### src/sv/cpcr_pkg.sv
package cpcr_pkg;

	// field widths
	localparam int POS_W     = 24;
	localparam int RAD_W     = 16;
	localparam int REST_W    = 9;
	localparam int REST_ONE  = 256;
	localparam int REST_INIT = 230;

	// square root unit: radicand and root widths
	localparam int SQ_IN_W = 50;
	localparam int SQ_RT_W = 25;

	// divider unit: numerator, denominator and quotient widths
	localparam int DIV_NW = 54;
	localparam int DIV_DW = 26;
	localparam int DIV_QW = 27;

	typedef enum logic [1:0] {
		CONTACT_NONE       = 2'd0,
		CONTACT_RESOLVED   = 2'd1,
		CONTACT_COINCIDENT = 2'd2
	} contact_t;

	typedef struct packed {
		logic signed [POS_W-1:0] a_x;
		logic signed [POS_W-1:0] a_y;
		logic signed [POS_W-1:0] a_vx;
		logic signed [POS_W-1:0] a_vy;
		logic [RAD_W-1:0]        a_radius;
		logic                    a_pinned;
		logic signed [POS_W-1:0] b_x;
		logic signed [POS_W-1:0] b_y;
		logic signed [POS_W-1:0] b_vx;
		logic signed [POS_W-1:0] b_vy;
		logic [RAD_W-1:0]        b_radius;
		logic                    b_pinned;
	} cpcr_in_t;

	typedef struct packed {
		logic signed [POS_W-1:0] new_a_x;
		logic signed [POS_W-1:0] new_a_y;
		logic signed [POS_W-1:0] new_a_vx;
		logic signed [POS_W-1:0] new_a_vy;
		logic signed [POS_W-1:0] new_b_x;
		logic signed [POS_W-1:0] new_b_y;
		logic signed [POS_W-1:0] new_b_vx;
		logic signed [POS_W-1:0] new_b_vy;
		contact_t                contact;
	} cpcr_out_t;

endpackage

### src/sv/cpcr_isqrt.sv
module cpcr_isqrt (
	input  logic                          clk,
	input  logic                          en,
	input  logic [cpcr_pkg::SQ_IN_W-1:0]  rad,
	output logic [cpcr_pkg::SQ_RT_W-1:0]  root
);
	import cpcr_pkg::*;

	logic [SQ_IN_W-1:0] rem_s  [SQ_RT_W];
	logic [SQ_RT_W-1:0] root_s [SQ_RT_W];
	logic [SQ_IN_W-1:0] rem_nx  [SQ_RT_W];
	logic [SQ_RT_W-1:0] root_nx [SQ_RT_W];

	// one root bit per stage, msb first, remainder kept as rad - root^2
	always_comb begin
		logic [SQ_IN_W-1:0] rem_in;
		logic [SQ_RT_W-1:0] root_in;
		logic [SQ_IN_W-1:0] trial;
		for (int i = 0; i < SQ_RT_W; i++) begin
			if (i == 0) begin
				rem_in  = rad;
				root_in = '0;
			end else begin
				rem_in  = rem_s[i-1];
				root_in = root_s[i-1];
			end
			trial = (SQ_IN_W'(root_in) << (SQ_RT_W - i))
				+ (SQ_IN_W'(1) << (2 * (SQ_RT_W - 1 - i)));
			if (rem_in >= trial) begin
				rem_nx[i]  = rem_in - trial;
				root_nx[i] = root_in | (SQ_RT_W'(1) << (SQ_RT_W - 1 - i));
			end else begin
				rem_nx[i]  = rem_in;
				root_nx[i] = root_in;
			end
		end
	end

	// stage registers
	always_ff @(posedge clk) begin
		if (en) begin
			for (int i = 0; i < SQ_RT_W; i++) begin
				rem_s[i]  <= rem_nx[i];
				root_s[i] <= root_nx[i];
			end
		end
	end

	assign root = root_s[SQ_RT_W-1];

endmodule

### config.mk
export PLATFORM = sky130hd
export DESIGN_NAME = cpcr_isqrt
export DESIGN_NICKNAME = d
export VERILOG_FILES = /design/src/sv/cpcr_pkg.sv /design/src/sv/cpcr_isqrt.sv
export SDC_FILE = /design/constraint.sdc
export NUM_CORES = 2
export LEC_CHECK = 0
export BUFFER_PORTS_ARGS = -buffer_cell sky130_fd_sc_hd__buf_2
export CAP_MARGIN = 30
export CORE_ASPECT_RATIO = 1.2
export CORE_UTILIZATION = 28
export CTS_BUF_LIST = sky130_fd_sc_hd__clkbuf_4 sky130_fd_sc_hd__clkbuf_8
export DETAILED_ROUTE_END_ITERATION = 16
export PLACE_DENSITY = 0.44
export SLEW_MARGIN = 20
export SYNTH_ARGS = -nofsm -noshare
export SYNTH_HDL_FRONTEND = slang
export SYNTH_SLANG_ARGS = --single-unit
### constraint.sdc
create_clock -name clk -period 3.7 [get_ports clk]
set_clock_uncertainty 0.2 [all_clocks]
set_input_delay 0.555 -clock clk [delete_from_list [all_inputs] [get_ports clk]]
set_output_delay 0.555 -clock clk [all_outputs]
set_load 0.01 [all_outputs]
==> metrics.md <==
| Metric | Value |
|---|---|
| Worst skew pair latency | 1040 ps |
| CP required | 4250 ps |
| # fillers | 25405 |
| Via density | 4.61 |
| Top post-synthesis cells by area | edfxtp_1 (63%), ha_1 (6.0%), xnor2_1 (3.1%), xor2_1 (3.1%), inv_1 (2.2%) |
| Buf/Inv on CP | 4 |
| First-pass GRT wire length | roughly 280000 um |
| Final setup violation count | 1 |
| Crit-path cells | inv_1 -> ha_1 -> and2_4 -> nand4_1 -> or3_4 -> nor4_4 -> buf_4 -> a31oi_1 -> and4_4 -> buf_4 -> or4b_4 -> buf_6 -> xnor2_1 |
| Most used cell, CP | buf_4 |
| CP max-delay cell | or4b_4 |
| Ys flop type | edfxtp_1 |
| DR vias | 46867 |
| Port bufs | 76 |
| Die Span Y | approximately 560 um |
| Worst setup margin | -3.61 ps |
| Crit Path Class | reg2reg |
| Post-synthesis sequential area ratio | 63.2% |
| Pwr Total | 49.6 mW |
| Count of cell types in the netlist | 90 |
| Status | finished with violations |
| Unrepaired setup endpoints after global routing | true |
| # rows | 204 |
| Maximum vdd drop | 414 uV |
| Worst Tran Pin Value | 949 ps |
| Syn nets | 6096 |
| Clock slew at reported path FFs | 60 ps |
| DP HPWL | 144000 um |
| Hold path startpoint | rad[48] |
| Yosys warning total | 0 |
| Routability Congestion | 0.919 |
| Pwr per Cell Area | 564 mW/mm2 |
| Post-DR wirelength/cell | 18.4 um |
| FF+latch area | 0.0458 mm2 |
| Total track usage | 14.2% |
| Initial Utilization | 28.2% |
| Crit path DAT | 4250 ps |
| Final hold vios | 0 |
| Period minus WS final | about 3700 ps |
| H-tree levels | 5 |
| Post-Layout Cell Count | about 10000 |
| Total die area | 0.261 mm2 |
| Root buffer cell | clkbuf_8 |
| Post-synthesis area per instance | 12.7 um2 |
| Detailed-route DRC error count | 0 |
| Post-synth EDFFs | approximately 1500 |
| Routed WL | 187000 um |
| Min-Delay Path Class | in2reg |
| I/O pins | 77 |
| Nets@finish | 6950 |
| TNS Setup | -3.61 ps |
| Slew margin rel. | 36.1% |
| Starting DRC count in detailed routing | 2007 |
| Core Region | 0.257 mm2 |
| Synthesized instance count | 5698 |
| Crit-path leading delay family | simple AND/OR/NAND/NOR gates |
| Inserted Clock Buffers | 294 |
| Post-synth ARST share | 0% |
| CP max FO | 5 |
| Fmax achieved | 270 MHz |
| Worst R2R Start | root_s[1][142] |
| MaxCap Viol Count | 0 |
| CP Launch Type | flip-flop |
| Area leader, netlist | edfxtp_1 |
| Synth top area share | a little over three fifths |
| Share of cells above drive strength 1 | between 10% and 20% |
| Die width | 466 um |
| Failing checks | negative setup slack |
| Area of the multi-input gates | around 0.025 mm2 |
| Most common cell after layout, fill and taps aside | edfxtp_1 |
| Initial antenna violation count | 3 |
| Synthesized area | between 0.07 and 0.08 mm2 |
| Crit path capture type | flip-flop |
| Leakage power | 33.3 nW |
| # clock sinks | 1525 |
| Area Growth Syn to Fin | 21.3% |
| Post-Place Cells | 9546 |
| ANT nets after route | 0 |
| CTS tree | built |
| Worst slack, placed | -643 ps |
| Vias in the first global route | 50610 |
| CP startpoint | root_s[1][142] |
| Max Transition Viols Final | 0 |
| Highest-count cells in the layout ignoring fill and taps | edfxtp_1 (1525), buf_4 (461), inv_1 (431), nand2_1 (375), ha_1 (343) |
| Post-route clock period utilization | 100% |
| Pin count of the biggest net entering global routing | 118 |
| Largest stage delay on the critical path | 540 ps |
| Synthesis-stage register bit count | 1525 |
| Drt pass-1 iters | 5 |
| Clock Tree Buf Depth | 4 |
| GR Overflow Total | 0 |
==> per-layer routing <==
layer / vias to the layer above / wire length, um / part of all wire, % / track usage (%)
li1: 23076 / - / - / -
met1: 22370 / 57600 / 31 / 11.1
met2: 889 / 111000 / 59 / 30.0
met3: 532 / 5970 / 3.2 / 2.59
met4: 0 / 12600 / 6.7 / 9.28
met5: - / 0 / 0 / 0
==> synth_stat cells, drive strengths merged, types with 71 or more instances <==
cell type	n
edfxtp	1525
nand2b	71
clkbuf	87
xor2	253
nor3	170
nand4	81
a21o	108
ha	346
o21ai	289
nand2	376
nor4	194
a21oi	310
nand3	92
inv	433
xnor2	254
nor2	348
==> where the power goes <==
part	total, mW	leakage, nW	switching [mW]	internal [mW]
clock network	15.9	2.88	7.07	8.80
logic	10.4	15.8	5.65	4.71
registers	23.3	14.6	1.59	21.7
total	49.6	33.3	14.3	35.3
==> timing repair <==
item                                    in CTS  in global routing
hold endpoints to repair                   312                  0
resized for setup                           47                 92
hold buffers                               100                  0
endpoints found under the setup margin     140                126
buffers inserted                             0                  9
pin swaps                                    3                 14
gates cloned                                 0                  0
==> registers in the layout, indices dropped and copies added, names as in the netlist <==
register	cells
root_s	325
rem_s	1200
==> per-stage QoR <==
step | util, % | instance area (um2) | hold WS, ps
after global placement | 31.4 | 80700 | 230
after global routing | 34.2 | 87900 | 78.4
after CTS | 34.0 | 87400 | 61.5
after floorplan | - | 72500 | 217
final | 34.2 | 87900 | 187
after detailed placement | 31.4 | 80700 | 233
==> worst reg2reg max path: stages (launching register included) <==
cell	delay (ps)
edfxtp_1	370
inv_1	50
ha_1	290
and2_4	150
nand4_1	150
or3_4	470
nor4_4	390
buf_4	190
a31oi_1	80
and4_4	200
buf_4	150
or4b_4	540
buf_6	140
xnor2_1	110
==> logic make-up after synthesis <==
logic type / Yosys count / synth area share (%)
fa+ha+maj: 346 / 5.97
flops: 1525 / 63.2
xor+xnor: 507 / 6.13
simple gates: 1660 / 11.8
compound gates: 1058 / 9.14
buf+inv: 545 / 2.86
mux: 57 / 0.873
==> final cells by class <==
cell class	instances	share of cell area, %
Antenna cell	4	0.0114
Clock buffer	381	5.40
Clock inverter	122	0.816
Inverter	433	1.85
Multi-Input combinational cell	3628	28.8
Sequential cell	1525	52.1
Tap cell	3399	4.84
Timing Repair Buffer	670	6.20
==> path summary, 6_finish.rpt <==
check                                      to  slack [ps]  cells after the start
worst min-delay path             rem_s[0][48]         190                      3
worst max-delay path            rem_s[2][329]          -4                     13
worst max register to register  rem_s[2][329]          -4                     13
worst min register to register   rem_s[0][50]         210                      0
Power figures use the tool's default switching activity.
