--- config.mk ---
export PLATFORM = sky130hd
export DESIGN_NAME = cpcr_div
export DESIGN_NICKNAME = d
export VERILOG_FILES = /design/src/sv/cpcr_pkg.sv /design/src/sv/cpcr_div.sv
export SDC_FILE = /design/constraint.sdc
export NUM_CORES = 2
export LEC_CHECK = 0
export BUFFER_PORTS_ARGS = -buffer_cell sky130_fd_sc_hd__clkbuf_2
export CORE_UTILIZATION = 60
export DETAILED_ROUTE_END_ITERATION = 16
export PLACE_DENSITY = 0.74
export SLEW_MARGIN = 20
export SYNTH_ARGS = -nofsm -noshare
export SYNTH_HDL_FRONTEND = slang
export SYNTH_SLANG_ARGS = --single-unit
--- constraint.sdc ---
create_clock -name clk -period 5.1 [get_ports clk]
set_input_delay 0.255 -clock clk [delete_from_list [all_inputs] [get_ports clk]]
set_output_delay 0.255 -clock clk [all_outputs]
set_load 0.05 [all_outputs]
--- src/sv/cpcr_pkg.sv ---
package cpcr_pkg;

	// field widths
	localparam int POS_W     = 24;
	localparam int RAD_W     = 16;
	localparam int REST_W    = 9;
	localparam int REST_ONE  = 256;
	localparam int REST_INIT = 230;

	// square root unit: radicand and root widths
	localparam int SQ_IN_W = 50;
	localparam int SQ_RT_W = 25;

	// divider unit: numerator, denominator and quotient widths
	localparam int DIV_NW = 54;
	localparam int DIV_DW = 26;
	localparam int DIV_QW = 27;

	typedef enum logic [1:0] {
		CONTACT_NONE       = 2'd0,
		CONTACT_RESOLVED   = 2'd1,
		CONTACT_COINCIDENT = 2'd2
	} contact_t;

	typedef struct packed {
		logic signed [POS_W-1:0] a_x;
		logic signed [POS_W-1:0] a_y;
		logic signed [POS_W-1:0] a_vx;
		logic signed [POS_W-1:0] a_vy;
		logic [RAD_W-1:0]        a_radius;
		logic                    a_pinned;
		logic signed [POS_W-1:0] b_x;
		logic signed [POS_W-1:0] b_y;
		logic signed [POS_W-1:0] b_vx;
		logic signed [POS_W-1:0] b_vy;
		logic [RAD_W-1:0]        b_radius;
		logic                    b_pinned;
	} cpcr_in_t;

	typedef struct packed {
		logic signed [POS_W-1:0] new_a_x;
		logic signed [POS_W-1:0] new_a_y;
		logic signed [POS_W-1:0] new_a_vx;
		logic signed [POS_W-1:0] new_a_vy;
		logic signed [POS_W-1:0] new_b_x;
		logic signed [POS_W-1:0] new_b_y;
		logic signed [POS_W-1:0] new_b_vx;
		logic signed [POS_W-1:0] new_b_vy;
		contact_t                contact;
	} cpcr_out_t;

endpackage

--- src/sv/cpcr_div.sv ---
module cpcr_div (
	input  logic                         clk,
	input  logic                         en,
	input  logic [cpcr_pkg::DIV_NW-1:0]  num,
	input  logic [cpcr_pkg::DIV_DW-1:0]  den,
	output logic [cpcr_pkg::DIV_QW-1:0]  quo
);
	import cpcr_pkg::*;

	logic [DIV_NW-1:0] rem_s [DIV_QW];
	logic [DIV_DW-1:0] den_s [DIV_QW];
	logic [DIV_QW-1:0] quo_s [DIV_QW];
	logic [DIV_NW-1:0] rem_nx [DIV_QW];
	logic [DIV_QW-1:0] quo_nx [DIV_QW];

	// restoring division, one quotient bit per stage, msb first
	always_comb begin
		logic [DIV_NW-1:0] rem_in;
		logic [DIV_DW-1:0] den_in;
		logic [DIV_QW-1:0] quo_in;
		logic [DIV_NW-1:0] trial;
		for (int i = 0; i < DIV_QW; i++) begin
			if (i == 0) begin
				rem_in = num;
				den_in = den;
				quo_in = '0;
			end else begin
				rem_in = rem_s[i-1];
				den_in = den_s[i-1];
				quo_in = quo_s[i-1];
			end
			trial = DIV_NW'(den_in) << (DIV_QW - 1 - i);
			if (rem_in >= trial) begin
				rem_nx[i] = rem_in - trial;
				quo_nx[i] = quo_in | (DIV_QW'(1) << (DIV_QW - 1 - i));
			end else begin
				rem_nx[i] = rem_in;
				quo_nx[i] = quo_in;
			end
		end
	end

	// stage registers
	always_ff @(posedge clk) begin
		if (en) begin
			den_s[0] <= den;
			for (int i = 0; i < DIV_QW; i++) begin
				rem_s[i] <= rem_nx[i];
				quo_s[i] <= quo_nx[i];
			end
			for (int i = 1; i < DIV_QW; i++) begin
				den_s[i] <= den_s[i-1];
			end
		end
	end

	assign quo = quo_s[DIV_QW-1];

endmodule

==> reports/qor.yml <==
clocking:
  cts_tree: "yes"
  cts.repair.resized: 0
  hold_buffers: 88
  cts_inserted_buffers: 282
  cts.root.buffer_cell: "sky130_fd_sc_hd__clkbuf_16"
  cts_setup_buffers: 0
  ctsHtreeMaxLevel: 5
  clock_latency_ns: 0.92
  cts-root-to-sink-buffers: 4
  numClockSinks: 2458
  cts.reportedPaths.clkPinSlew_ns: 0.06
global_route:
  grt_first_pass_wirelength_um: 474000
  gr-usage-all-layers_pct: 28.7
  grt_antenna_before_repair: 11
  globalRoute.totalOverflow: 0
  grt_pass1_vias: 82200
  pin_count_of_the_biggest_net_entering_global_routing: 142
cells_and_area:
  final-instance-count-excl-fill: 14100
  postLayoutCoreUtil_pct: 67.3
  finalNetCount: 11900
  n_fill_cell: 15400
  post_route_cells_drive_above_1_share_pct: 7.87
  area.growth.synth_to_final_pct: 11.3
floorplan:
  chipWidth_um: 462
  io_pins: 109
  design.core.area_sq_mm: 0.210
  initial_standard_cell_utilization_of_the_core_pct: 60.5
  fp-row-count: 168
  chipHeight_um: 462
  dieArea_sq_mm: 0.213
critical_path:
  cp_top_family: "compound AO/OA/AOI/OAI gates"
  crit_arrival_ns: 5.28
  worst_path_largest_cell_delay_ns: 0.77
  worstPathRequired_ns: 5.74
  end_kind: "flip-flop"
  critical_path.max_fanout: 3
  worst_r2r_src: "rem_s[0][131]$_DFFE_PP_"
  path_cells: "inv_1, ha_1, inv_1, fa_1, a21oi_1, o21ai_0, a2111oi_0, nor2_1, o221ai_1, a311oi_1, a31o_2, a21o_1, a2111oi_0, xor2_1"
  critical-path-slowest-cell: "sky130_fd_sc_hd__a2111oi_0"
  critPathLaunchType: "flip-flop"
  criticalPathCategory: "flip-flop to flip-flop"
  crit_buf_inv: 2
  cp-startpoint: "rem_s[0][131]$_DFFE_PP_"
worst_hold_path:
  worst_min_delay_path_class: "primary input to flip-flop"
  worst_hold_startpoint: "num[18]"
synthesis:
  seq_area_frac_synth_pct: 58.2
  synth_top_cells_by_area: "sky130_fd_sc_hd__edfxtp_1, sky130_fd_sc_hd__ha_1, sky130_fd_sc_hd__xnor2_1"
  post_synthesis_area_per_instance_sq_um: 11.8
  number_of_warnings_issued_by_yosys: 0
  synth_cell_types: 96
  post-synth-top-area-cell: "sky130_fd_sc_hd__edfxtp_1"
  synth_flop_cell: "sky130_fd_sc_hd__edfxtp_1"
  synth_enable_flop_cells: 2458
  netlist_top_cells_count: "sky130_fd_sc_hd__edfxtp_1, sky130_fd_sc_hd__inv_1, sky130_fd_sc_hd__a21oi_1, sky130_fd_sc_hd__nand2_1, sky130_fd_sc_hd__nor2_1"
  postSynthNetCount: 11500
  yosysMostFrequentCell: "sky130_fd_sc_hd__edfxtp_1"
  synth_cells: 10700
  synth-async-reset-ratio_pct: 0
  synth_seq_cells: 2458
  mapped_area_sq_mm: 0.127
  yosysTopAreaCellShare_pct: 58.2
power:
  ir_drop_mv: 0.478
  power-per-cell-area_mw_per_mm2: 562
  power_leakage_nw: 54.4
routing:
  postRouteWirelength_um: 311000
  route.detailed.drc: 0
  drt_first_iter_violations: 8303
  via_per_inst: 6.11
  wl_per_cell_um: 22.1
  drtAntennaViolNets: 0
  routed-via-count: 86000
  drt_pre_antenna_iters: 7
timing:
  max_slew.worst_pin.slew_ns: 1.10
  final_max_slew_viol_count: 0
  final_hold_viol_count: 0
  setup-tns-final_ns: 0
  finalWorstPathRequiredPeriod_ns: 4.64
  layout_setup_ws_ns: 0.462
  unrepaired_setup_endpoints_after_global_routing: "no"
  setup_viol: 0
  finalClockSkew_ns: 0.0621
  max-slew-margin-rel_pct: 26.8
  max_freq_mhz: 216
  tcrit_tclk_final_pct: 90.9
place:
  port_buffers: 108
  globalplace.congestion: 0.966
  post_place_setup_slack_ns: 0.721
  placedCellCount: 13500
  place_hpwl_um: 229000
flow_run:
  timing.max_cap.violations: 0
outcome:
  outcome: "finished, final reports clean"
-- area by class of cell --
cell class	count	area, sq um	area share, %
antenna	3	7.51	0.00531
clock buffer	334	7380	5.22
clock inverter	143	1760	1.24
inverter	873	3280	2.32
multi-input combinational	7161	49100	34.7
sequential	2458	73800	52.2
tap	2805	3510	2.48
timing repair buffer	295	2460	1.74
-- worst register-to-register path, stage by stage, from the launching register on --
cell                        delay [ns]
sky130_fd_sc_hd__edfxtp_1         0.40
sky130_fd_sc_hd__inv_1            0.09
sky130_fd_sc_hd__ha_1             0.18
sky130_fd_sc_hd__inv_1            0.07
sky130_fd_sc_hd__fa_1             0.41
sky130_fd_sc_hd__a21oi_1          0.21
sky130_fd_sc_hd__o21ai_0          0.16
sky130_fd_sc_hd__a2111oi_0        0.77
sky130_fd_sc_hd__nor2_1           0.20
sky130_fd_sc_hd__o221ai_1         0.45
sky130_fd_sc_hd__a311oi_1         0.24
sky130_fd_sc_hd__a31o_2           0.32
sky130_fd_sc_hd__a21o_1           0.22
sky130_fd_sc_hd__a2111oi_0        0.51
sky130_fd_sc_hd__xor2_1           0.12
-- power by group --
| group | switching [mW] | leakage [nW] | internal (mW) |
|---|---|---|---|
| combinational | 16.3 | 26.2 | 11.6 |
| sequential | 3.17 | 23.7 | 28.0 |
| clock | 7.91 | 4.44 | 12.3 |
-- flip-flops by register name, indices dropped and copies added (netlist names) --
name / cells
den_s: 676
quo_s: 378
rem_s: 1404
-- through the flow --
step                      area, sq um  hold WS, ns  power, mW
after floorplan                127000        0.354       50.5
after global placement         131000        0.400       58.1
after detailed placement       131000        0.405       58.6
after CTS                      141000     0.000393       79.2
after global routing           141000       0.0212       83.5
final                          141000       0.0681       79.3
-- path summary, 6_finish.rpt --
| kind | slack [ns] | depth (start not counted) | endpoint |
|---|---|---|---|
| min | 0.07 | 2 | rem_s[0][18]$_DFFE_PP_ |
| max reg2reg | 0.46 | 14 | rem_s[0][215]$_DFFE_PP_ |
| min reg2reg | 0.41 | 0 | den_s[1][15]$_DFFE_PP_ |
| max | 0.46 | 14 | rem_s[0][215]$_DFFE_PP_ |
-- metal layers --
| metal | track usage [%] | share of wire (%) | vias up |
|---|---|---|---|
| li1 | - | - | 40500 |
| met1 | 41.0 | 44 | 42000 |
| met2 | 46.0 | 47 | 3014 |
| met3 | 3.80 | 6.3 | 592 |
| met4 | 8.46 | 2.9 | 4 |
| met5 | 0 | 0.0087 | - |
-- logic make-up (layout without fill, tap and decap cells) --
family / Yosys count / count (layout) / synth area share [%]
other: 0 / 3 / 0
XOR/XNOR: 929 / 929 / 6.41
AND/OR/NAND/NOR: 2891 / 2891 / 11.5
adder cells (fa/ha/maj): 728 / 728 / 7.33
buffers and inverters: 1112 / 1645 / 3.33
flip-flops: 2458 / 2458 / 58.2
AO/OA/AOI/OAI: 2468 / 2468 / 12.0
multiplexers: 145 / 145 / 1.28
-- placed cells by master, fill, tap and decap left out, drive strengths merged, types with 25 or more instances in the layout --
master,n
o21bai,81
edfxtp,2458
or4,52
clkinv,84
o31ai,58
and4,28
or2,56
fa,26
nor2b,94
dlygate4sd3,88
a21oi,809
o211ai,47
clkbuf,441
buf,100
inv,877
a31oi,65
xnor2,494
nand2b,120
ha,702
o21a,102
mux2,139
nand2,754
o21ai,617
xor2,435
nor4b,42
and2,51
nand4b,29
and3,68
or3,97
nand3,160
bufinv,39
nor2,710
a21o,360
a211oi,67
nor4,198
nand4,146
a21boi,25
nor3,211
Power figures use the tool's default switching activity.
